--- src/rtl/cmf_pkg.sv ---
// closable mailbox fifo: shared types and constants
// field widths, command and status codes, controller command struct
// no dependencies
`default_nettype none

package cmf_pkg;

    // fixed field widths
    localparam int CMD_W    = 2;
    localparam int MSG_W    = 64;
    localparam int STATUS_W = 3;
    localparam int CNT_W    = 5;   // capacity register and occupancy
    localparam int TOT_W    = 32;

    // packed word widths, padded to whole bytes
    localparam int IN_W  = 72;
    localparam int OUT_W = 176;

    // command codes
    localparam logic [CMD_W-1:0] CMD_SEND  = 2'd0;
    localparam logic [CMD_W-1:0] CMD_RECV  = 2'd1;
    localparam logic [CMD_W-1:0] CMD_CLOSE = 2'd2;

    // status codes
    localparam logic [STATUS_W-1:0] ST_OK      = 3'd0;
    localparam logic [STATUS_W-1:0] ST_CLOSED  = 3'd1;
    localparam logic [STATUS_W-1:0] ST_FULL    = 3'd2;
    localparam logic [STATUS_W-1:0] ST_EMPTY   = 3'd3;
    localparam logic [STATUS_W-1:0] ST_ALREADY = 3'd4;

    // commands from controller to datapath
    typedef struct packed {
        logic capture;  // latch the incoming word
        logic commit;   // execute the latched command and load the result
    } cmf_ctrl_t;

endpackage

`default_nettype wire

--- src/rtl/cmf_ram.sv ---
// generic single write port, single read port ram with registered read
// used for the mailbox slot store
// no dependencies
`default_nettype none

module cmf_ram #(
    parameter int WIDTH = 64,
    parameter int DEPTH = 16
) (
    input  wire logic                     clk,
    input  wire logic                     wr_en,
    input  wire logic [$clog2(DEPTH)-1:0] wr_addr,
    input  wire logic [WIDTH-1:0]         wr_data,
    input  wire logic [$clog2(DEPTH)-1:0] rd_addr,
    output logic      [WIDTH-1:0]         rd_data
);

    logic [WIDTH-1:0] mem [DEPTH];

    // write port and registered read port
    always_ff @(posedge clk) begin
        if (wr_en) begin
            mem[wr_addr] <= wr_data;
        end
        rd_data <= mem[rd_addr];
    end

endmodule

`default_nettype wire

--- src/rtl/cmf_ctrl.sv ---
// closable mailbox fifo controller: input handshake, sequencing, output valid
// depends on cmf_pkg
`default_nettype none

module cmf_ctrl (
    input  wire logic              aclk,
    input  wire logic              aresetn,
    input  wire logic              s_tvalid,
    output logic                   s_tready,
    output logic                   m_tvalid,
    input  wire logic              m_tready,
    output cmf_pkg::cmf_ctrl_t     ctrl
);
    import cmf_pkg::*;

    localparam logic ST_IDLE = 1'b0;
    localparam logic ST_EXEC = 1'b1;

    logic state_reg, state_next;
    logic out_valid_reg, out_valid_next;
    logic out_free;

    assign s_tready = (state_reg == ST_IDLE);
    assign m_tvalid = out_valid_reg;
    assign out_free = !out_valid_reg || m_tready;

    // sequencing: take a word, then execute once the slot read is back
    // and the output register is free
    always_comb begin
        state_next     = state_reg;
        out_valid_next = out_valid_reg && !m_tready;
        ctrl.capture   = 1'b0;
        ctrl.commit    = 1'b0;
        unique case (state_reg)
            ST_IDLE: begin
                if (s_tvalid) begin
                    ctrl.capture = 1'b1;
                    state_next   = ST_EXEC;
                end
            end
            ST_EXEC: begin
                if (out_free) begin
                    ctrl.commit    = 1'b1;
                    out_valid_next = 1'b1;
                    state_next     = ST_IDLE;
                end
            end
            default: state_next = ST_IDLE;
        endcase
    end

    always_ff @(posedge aclk) begin
        if (!aresetn) begin
            state_reg     <= ST_IDLE;
            out_valid_reg <= 1'b0;
        end else begin
            state_reg     <= state_next;
            out_valid_reg <= out_valid_next;
        end
    end

endmodule

`default_nettype wire

--- src/rtl/cmf_dpath.sv ---
// closable mailbox fifo datapath: capacity register, ring pointers, counters,
// slot store and result register
// depends on cmf_pkg and cmf_ram
`default_nettype none

module cmf_dpath #(
    parameter int DEPTH     = 16,
    parameter int MSG_BYTES = 8
) (
    input  wire logic                        aclk,
    input  wire logic                        aresetn,
    input  wire cmf_pkg::cmf_ctrl_t          ctrl,
    input  wire logic [cmf_pkg::IN_W-1:0]    s_tdata,
    output logic      [cmf_pkg::OUT_W-1:0]   m_tdata,
    input  wire logic                        cfg_wr_en,
    input  wire logic [cmf_pkg::CNT_W-1:0]   cfg_wr_data
);
    import cmf_pkg::*;

    localparam int PTR_W  = $clog2(DEPTH);
    localparam int SLOT_W = MSG_BYTES * 8;
    // largest capacity the 5-bit register can select on this depth
    localparam logic [CNT_W-1:0] CAP_MAX =
        (DEPTH > 31) ? CNT_W'(31) : CNT_W'(DEPTH);

    // latched input word
    logic [CMD_W-1:0]  cmd_reg;
    logic [SLOT_W-1:0] msg_reg;

    // mailbox state
    logic [CNT_W-1:0] cap_reg;
    logic [PTR_W-1:0] rpos_reg, rpos_next;
    logic [PTR_W-1:0] wpos_reg, wpos_next;
    logic [CNT_W-1:0] count_reg, count_next;
    logic             closed_reg, closed_next;
    logic [TOT_W-1:0] sent_reg, sent_next;
    logic [TOT_W-1:0] recv_reg, recv_next;
    logic [TOT_W-1:0] drop_reg, drop_next;

    // result
    logic [STATUS_W-1:0] status_next;
    logic [MSG_W-1:0]    rx_next;
    logic [OUT_W-1:0]    result_reg;

    logic [CNT_W-1:0]  cap_eff;
    logic [CNT_W-1:0]  rpos_inc, wpos_inc;
    logic              ram_wr_en;
    logic [SLOT_W-1:0] ram_rd_data;

    // capture the incoming word, message trimmed to the slot width
    always_ff @(posedge aclk) begin
        if (ctrl.capture) begin
            cmd_reg <= s_tdata[CMD_W-1:0];
            msg_reg <= s_tdata[CMD_W +: SLOT_W];
        end
    end

    // capacity register
    always_ff @(posedge aclk) begin
        if (!aresetn) begin
            cap_reg <= CNT_W'(16);
        end else if (cfg_wr_en) begin
            cap_reg <= cfg_wr_data;
        end
    end

    // effective capacity: zero acts as one, clamp to the ring depth
    always_comb begin
        if (cap_reg == '0) begin
            cap_eff = CNT_W'(1);
        end else if (cap_reg > CAP_MAX) begin
            cap_eff = CAP_MAX;
        end else begin
            cap_eff = cap_reg;
        end
    end

    // pointer increments, wrapping at the capacity
    assign rpos_inc = CNT_W'(rpos_reg) + CNT_W'(1);
    assign wpos_inc = CNT_W'(wpos_reg) + CNT_W'(1);

    // slot store, read address follows the read pointer
    cmf_ram #(
        .WIDTH (SLOT_W),
        .DEPTH (DEPTH)
    ) u_slots (
        .clk     (aclk),
        .wr_en   (ram_wr_en),
        .wr_addr (wpos_reg),
        .wr_data (msg_reg),
        .rd_addr (rpos_reg),
        .rd_data (ram_rd_data)
    );

    // command execution
    always_comb begin
        rpos_next   = rpos_reg;
        wpos_next   = wpos_reg;
        count_next  = count_reg;
        closed_next = closed_reg;
        sent_next   = sent_reg;
        recv_next   = recv_reg;
        drop_next   = drop_reg;
        status_next = ST_OK;
        rx_next     = '0;
        ram_wr_en   = 1'b0;
        unique case (cmd_reg)
            CMD_SEND: begin
                if (closed_reg) begin
                    status_next = ST_CLOSED;
                end else if (count_reg >= cap_eff) begin
                    status_next = ST_FULL;
                    drop_next   = drop_reg + TOT_W'(1);
                end else begin
                    ram_wr_en  = ctrl.commit;
                    wpos_next  = (wpos_inc >= cap_eff) ? '0 : PTR_W'(wpos_inc);
                    count_next = count_reg + CNT_W'(1);
                    sent_next  = sent_reg + TOT_W'(1);
                end
            end
            CMD_RECV: begin
                if (count_reg == '0) begin
                    status_next = ST_EMPTY;
                end else begin
                    rx_next    = MSG_W'(ram_rd_data);
                    rpos_next  = (rpos_inc >= cap_eff) ? '0 : PTR_W'(rpos_inc);
                    count_next = count_reg - CNT_W'(1);
                    recv_next  = recv_reg + TOT_W'(1);
                end
            end
            CMD_CLOSE: begin
                if (closed_reg) begin
                    status_next = ST_ALREADY;
                end else begin
                    closed_next = 1'b1;
                end
            end
            default: ;  // unknown command leaves everything as is
        endcase
    end

    // mailbox state update on commit
    always_ff @(posedge aclk) begin
        if (!aresetn) begin
            rpos_reg   <= '0;
            wpos_reg   <= '0;
            count_reg  <= '0;
            closed_reg <= 1'b0;
            sent_reg   <= '0;
            recv_reg   <= '0;
            drop_reg   <= '0;
        end else if (ctrl.commit) begin
            rpos_reg   <= rpos_next;
            wpos_reg   <= wpos_next;
            count_reg  <= count_next;
            closed_reg <= closed_next;
            sent_reg   <= sent_next;
            recv_reg   <= recv_next;
            drop_reg   <= drop_next;
        end
    end

    // result word register
    always_ff @(posedge aclk) begin
        if (ctrl.commit) begin
            result_reg <= {7'b0, drop_next, recv_next, sent_next, closed_next,
                           count_next, rx_next, status_next};
        end
    end

    assign m_tdata = result_reg;

endmodule

`default_nettype wire

--- src/rtl/closable_mailbox_fifo_top.sv ---
// closable mailbox fifo: top level
// Commands arrive as words on the s_ stream: send stores a message in a ring
// of DEPTH slots, receive returns the oldest one, close latches the mailbox
// shut (receives still drain it). Each command yields exactly one result word
// on the m_ stream with status, received message, occupancy, closed flag and
// three wrapping 32-bit totals (sent, received, dropped because full).
// cfg_wr_en/cfg_wr_data set the number of ring slots in use (0 acts as 1,
// values above DEPTH act as DEPTH); write it only while no command is pending.
// An accepted word is latched in the input registers; its command then executes
// and its result is loaded into the output register once that register is free.
// No new command is taken until the last one completes; the slot store has
// a registered read port, so each command waits in EXEC for the slot read.
// When the receiver stalls, the result is held in the output register and
// the next command is still taken; it completes as soon as that result
// leaves. Reset (aresetn low, synchronous) empties and reopens the mailbox,
// clears the totals and sets the capacity to 16 slots; slot contents are
// not cleared and need no clearing pass.
// depends on cmf_pkg, cmf_ctrl, cmf_dpath, cmf_ram
`default_nettype none

module closable_mailbox_fifo_top #(
    parameter int DEPTH     = 16,
    parameter int MSG_BYTES = 8
) (
    input  wire logic                       aclk,
    input  wire logic                       aresetn,
    // command stream
    input  wire logic                       s_tvalid,
    output logic                            s_tready,
    // [1:0] command, [65:2] message_in, [71:66] zero
    input  wire logic [cmf_pkg::IN_W-1:0]   s_tdata,
    // result stream
    output logic                            m_tvalid,
    input  wire logic                       m_tready,
    // [2:0] status, [66:3] message_out, [71:67] occupancy, [72] closed_flag,
    // [104:73] sent_total, [136:105] received_total,
    // [168:137] dropped_total, [175:169] zero
    output logic      [cmf_pkg::OUT_W-1:0]  m_tdata,
    // capacity register write
    input  wire logic                       cfg_wr_en,
    input  wire logic [cmf_pkg::CNT_W-1:0]  cfg_wr_data
);
    import cmf_pkg::*;

    cmf_ctrl_t ctrl;

    cmf_ctrl u_ctrl (
        .aclk     (aclk),
        .aresetn  (aresetn),
        .s_tvalid (s_tvalid),
        .s_tready (s_tready),
        .m_tvalid (m_tvalid),
        .m_tready (m_tready),
        .ctrl     (ctrl)
    );

    cmf_dpath #(
        .DEPTH     (DEPTH),
        .MSG_BYTES (MSG_BYTES)
    ) u_dpath (
        .aclk        (aclk),
        .aresetn     (aresetn),
        .ctrl        (ctrl),
        .s_tdata     (s_tdata),
        .m_tdata     (m_tdata),
        .cfg_wr_en   (cfg_wr_en),
        .cfg_wr_data (cfg_wr_data)
    );

    // a taken word blocks further input until its result is produced
    a_one_in_flight: assert property (@(posedge aclk) disable iff (!aresetn)
        (s_tvalid && s_tready) |=> !s_tready)
        else $error("command accepted while another is pending");

    // a new result only appears on the cycle a pending command completes
    a_result_from_command: assert property (@(posedge aclk) disable iff (!aresetn)
        (m_tvalid && !$past(m_tvalid)) |-> ($past(!s_tready) && s_tready))
        else $error("result produced without a pending command");

    // occupancy never exceeds the ring depth
    a_occupancy_bound: assert property (@(posedge aclk) disable iff (!aresetn)
        m_tvalid |-> (32'(m_tdata[71:67]) <= DEPTH))
        else $error("occupancy above ring depth");

endmodule

`default_nettype wire

--- config.mk ---
export PLATFORM = sky130hd
export DESIGN_NAME = closable_mailbox_fifo_top
export DESIGN_NICKNAME = d
export VERILOG_FILES = /design/src/rtl/cmf_pkg.sv /design/src/rtl/cmf_ram.sv /design/src/rtl/cmf_ctrl.sv /design/src/rtl/cmf_dpath.sv /design/src/rtl/closable_mailbox_fifo_top.sv
export SDC_FILE = /design/constraint.sdc
export NUM_CORES = 1
export LEC_CHECK = 0
export BUFFER_PORTS_ARGS = -buffer_cell sky130_fd_sc_hd__buf_2
export CORE_MARGIN = 8
export CORE_UTILIZATION = 35
export DETAILED_ROUTE_END_ITERATION = 8
export SYNTH_ARGS = -nofsm -noshare
export SYNTH_HDL_FRONTEND = slang
export SYNTH_SLANG_ARGS = --single-unit
--- constraint.sdc ---
create_clock -name aclk -period 7.2 [get_ports aclk]
set_clock_uncertainty 0.2 [all_clocks]
set_input_delay 0.36 -clock aclk [delete_from_list [all_inputs] [get_ports aclk]]
set_output_delay 0.36 -clock aclk [all_outputs]
set_load 0.05 [all_outputs]
==> results.md <==
- Outcome: finished, final reports clean
- Critical setup path kind: reg2reg
- Prevailing post-synth register cell: sky130_fd_sc_hd__edfxtp_1
- Share of flip-flops with an asynchronous set or reset after synthesis: 0%
- GP Congestion: about 0.76
- Areal power density over the cells: 274 nW/µm²
- Initial Util: between 30% and 40%
- First drt pass iteration count: 5
- Comb pwr share: roughly 3%
- Unique cell type count in the Yosys netlist: 57
- Final-layout setup total negative slack: 0 ns
- Core box area: roughly 160000 µm²
- Critical Path Fanout Max: 25
- Chip width: between 400 and 500 µm
- Iter 0 DRT Violations: about 2.4k
- Clock buffers created by TritonCTS: around 150
- Number of buffers inserted by post-CTS setup repair: 0
- Count of mapped cells out of synthesis: roughly 2.8k
- Worst reg2reg path depth: 12
- Drc violations: 0
- Number of global-route vias before repair: 27.6k
- Cell Int Power: ~14000 µW
- Overall overflow remaining after global route: 0
- Path class of the lowest-slack min-delay path: in2reg
- Transition at the pin with the smallest max-transition slack: around 1.2 ns
- Achievable clock frequency: around 230 MHz
- Remaining antenna violation count after routing: 0
- Crit path launch type: register
- Relative slew slack: between 10% and 20%
- Largest register by flop count: u_dpath.u_slots.mem
- Max-cap violation count: 0
- Reg clk slew, reported paths: roughly 0.060 ns
- Final number of max-transition violations: 0
- Wirelength, routed: about 130 mm
- Register share of total power: 52.7%
- Power Total: roughly 18000 µW
- Fin crit period: approximately 4.4 ns
- Number of register bits inferred by synthesis: between 1k and 1.5k
- Clock Sinks: approximately 1.4k
- Largest voltage drop on the vdd net: approximately 0.00023 V
- Yosys warning total: 0
- Count of final setup violators: 0
- Post-Place Cell Area: 58500 µm²
- Combined area of all synthesized cells: 54600 µm²
- Average cell area after synthesis: a little under 20 µm²
- Worst Path Required: 7.40 ns
- Arrival time of data at the critical path endpoint: 4.57 ns
- Final critical-path share of the clock period: 60.6%
- H-tree depth reported by CTS: 4
- Placement-stage worst setup slack: 2.74 ns
- Endpoint type of the worst setup path: register
- Total Nets Final: approximately 3.3k
- Commonest non-fill, non-tap cell in the layout: sky130_fd_sc_hd__edfxtp_1
- Wire length of the first global-routing pass: ~190 mm
- Source-to-sink clock delay at the later pin of the worst-skew pair: approximately 0.78 ns
- Final standard cell area without fillers: 64400 µm²
- Layout cells sized above 1: between 20% and 30%
- Count of port buffers added during placement: 246
- Longest Clk Path Bufs: 3
- GRT Util Overall: around 15%
- Part of the Yosys area used for sequential elements: about three quarters
- Initial antenna violation count: 13
- Unrepaired setup endpoints after global routing: no
- CTS tree: done
- Number of cells traversed by the worst hold path: 2
- Final hold viol count: 0
- Number of gates given a new drive strength after cts: 0
- Cell at the root of the clock tree: sky130_fd_sc_hd__clkbuf_16
- Routed vias: between 20k and 30k
- Rows: 145
- Die Footprint: around 170000 µm²
- Pin count of the biggest net entering global routing: between 100 and 150
- Flip-flop count of the largest register, all copies and words added: between 1k and 1.5k
- Static Leak: 0.0209 µW
- Net switching power: between 3000 and 4000 µW
- Sw frac: between 20% and 30%
- Sum of net half-perimeters after detailed placement: between 60 and 70 mm
- Proportion of power drawn by the clock network: between 40% and 50%
- IO Pins: 260
- Height of the die: approximately 410 µm
- Final Worst Setup Slack: ~2.8 ns
- Wire length per cell: ~23 µm
- Area Growth Syn to Fin: 17.9%
- DR vias/cell: between 5 and 6
- Number of flops mapped to enable cells by yosys: approximately 1.3k
- Final hold slack: slightly below 0.08 ns
- Most frequent cells in the layout: 1259 x sky130_fd_sc_hd__edfxtp_1, 320 x sky130_fd_sc_hd__mux4_2, 246 x sky130_fd_sc_hd__buf_2
[synthesized netlist by cell type, types with 2 or more instances]
master,count,share of area (%)
sky130_fd_sc_hd__nand2_1,96,0.66
sky130_fd_sc_hd__nor4_1,21,0.24
sky130_fd_sc_hd__or3_1,20,0.23
sky130_fd_sc_hd__o31ai_1,3,0.041
sky130_fd_sc_hd__a211oi_1,2,0.027
sky130_fd_sc_hd__edfxtp_1,1259,69
sky130_fd_sc_hd__mux2i_1,7,0.13
sky130_fd_sc_hd__a21oi_1,28,0.26
sky130_fd_sc_hd__ha_1,25,0.57
sky130_fd_sc_hd__and3_1,79,0.90
sky130_fd_sc_hd__a21o_1,4,0.055
sky130_fd_sc_hd__and4_1,5,0.080
sky130_fd_sc_hd__and2_1,10,0.11
sky130_fd_sc_hd__or2_2,5,0.057
sky130_fd_sc_hd__o211ai_1,6,0.082
sky130_fd_sc_hd__nor2b_1,10,0.11
sky130_fd_sc_hd__nand3_1,72,0.66
sky130_fd_sc_hd__mux4_2,320,13
sky130_fd_sc_hd__nand2b_1,8,0.092
sky130_fd_sc_hd__xnor2_1,97,1.6
sky130_fd_sc_hd__a22oi_1,2,0.027
sky130_fd_sc_hd__xor2_1,78,1.3
sky130_fd_sc_hd__nand4_1,38,0.44
sky130_fd_sc_hd__o21ai_0,26,0.24
sky130_fd_sc_hd__buf_1,25,0.17
sky130_fd_sc_hd__nor4_4,2,0.078
sky130_fd_sc_hd__nor2_1,157,1.1
sky130_fd_sc_hd__nor3_1,39,0.36
sky130_fd_sc_hd__inv_1,16,0.11
sky130_fd_sc_hd__clkbuf_1,97,0.67
sky130_fd_sc_hd__buf_2,14,0.13
sky130_fd_sc_hd__buf_4,8,0.11
sky130_fd_sc_hd__a32o_1,2,0.037
sky130_fd_sc_hd__dfxtp_1,181,6.6
sky130_fd_sc_hd__or4b_1,2,0.037
[worst max-delay path, cell delays in order (launching register included)]
cell and delay, ns:
sky130_fd_sc_hd__dfxtp_1 0.32, sky130_fd_sc_hd__nor3_1 0.19, sky130_fd_sc_hd__nor2_1 0.06, sky130_fd_sc_hd__nor2_1 0.22, sky130_fd_sc_hd__ha_1 0.29, sky130_fd_sc_hd__nor2b_1 0.14
sky130_fd_sc_hd__o21ai_1 0.25, sky130_fd_sc_hd__a21o_1 0.29, sky130_fd_sc_hd__nor2_1 0.15, sky130_fd_sc_hd__buf_4 0.23, sky130_fd_sc_hd__nand2_1 0.27, sky130_fd_sc_hd__nor2_4 0.75
sky130_fd_sc_hd__buf_4 0.62
[metrics by stage]
| stage | utilization [%] | cells |
|---|---|---|
| floorplan | - | 2792 |
| global placement | 37.6 | 5005 |
| detailed placement | 37.6 | 5005 |
| CTS | 41.4 | 5373 |
| global route | 41.4 | 5373 |
| finish | 41.4 | 5374 |
[worst paths after layout]
kind | from | to | slack [ns]
worst min register to register | u_dpath.sent_reg[27] | u_dpath.sent_reg[27] | 0.31
worst max register to register | u_dpath.cap_reg[1] | u_dpath.u_slots.mem[15][52] | 2.83
worst min-delay path | s_tdata[18] | u_dpath.msg_reg[16] | 0.08
worst max-delay path | u_dpath.cap_reg[1] | u_dpath.u_slots.mem[15][52] | 2.83
[per-layer routing]
layer,routed length (µm),global-route usage (%),part of all wire (%),up-vias
li1,-,-,-,11900
met1,55100,19.8,44,14000
met2,61400,24.2,49,744
met3,6980,3.13,5.5,157
met4,2350,3.67,1.9,2
met5,12,0,0.0095,-
[cells by family (layout without fill, tap and decap cells)]
group / count (synthesis) / after routing / share of synthesized area (%)
multiplexers: 327 / 327 / 13.3
XOR/XNOR: 175 / 175 / 2.81
AND/OR/NAND/NOR: 572 / 572 / 5.30
AO/OA/AOI/OAI: 84 / 84 / 0.928
flip-flops: 1440 / 1440 / 75.8
buffers and inverters: 162 / 685 / 1.21
other: 1 / 8 / 0.00687
adder cells (fa/ha/maj): 25 / 25 / 0.573
[repair_timing]
item,4_1_cts,5_1_grt
hold buffers,83,0
endpoints found under the setup margin,0,0
endpoints found under the hold margin,85,0
[power by group through the flow]
stage	registers (µW)	clock network (µW)	logic (µW)
3_3_place_gp	9480	0	501
4_1_cts	9310	8050	540
6_report	9310	7830	526
2_1_floorplan	9590	0	188
3_5_place_dp	9490	0	501
5_1_grt	9320	8390	563
[area by class of cell]
| class | instances | area [µm²] |
|---|---|---|
| inverters | 17 | 72.6 |
| repair buffers | 383 | 2530 |
| fillers | 13800 | 91300 |
| clock buffers | 203 | 4180 |
| multi-input cells | 1190 | 12700 |
| diodes | 1 | 2.50 |
| clock inverters | 82 | 893 |
| flip-flops and latches | 1440 | 41400 |
| well taps | 2058 | 2570 |
(Power assumes the default switching activity.)
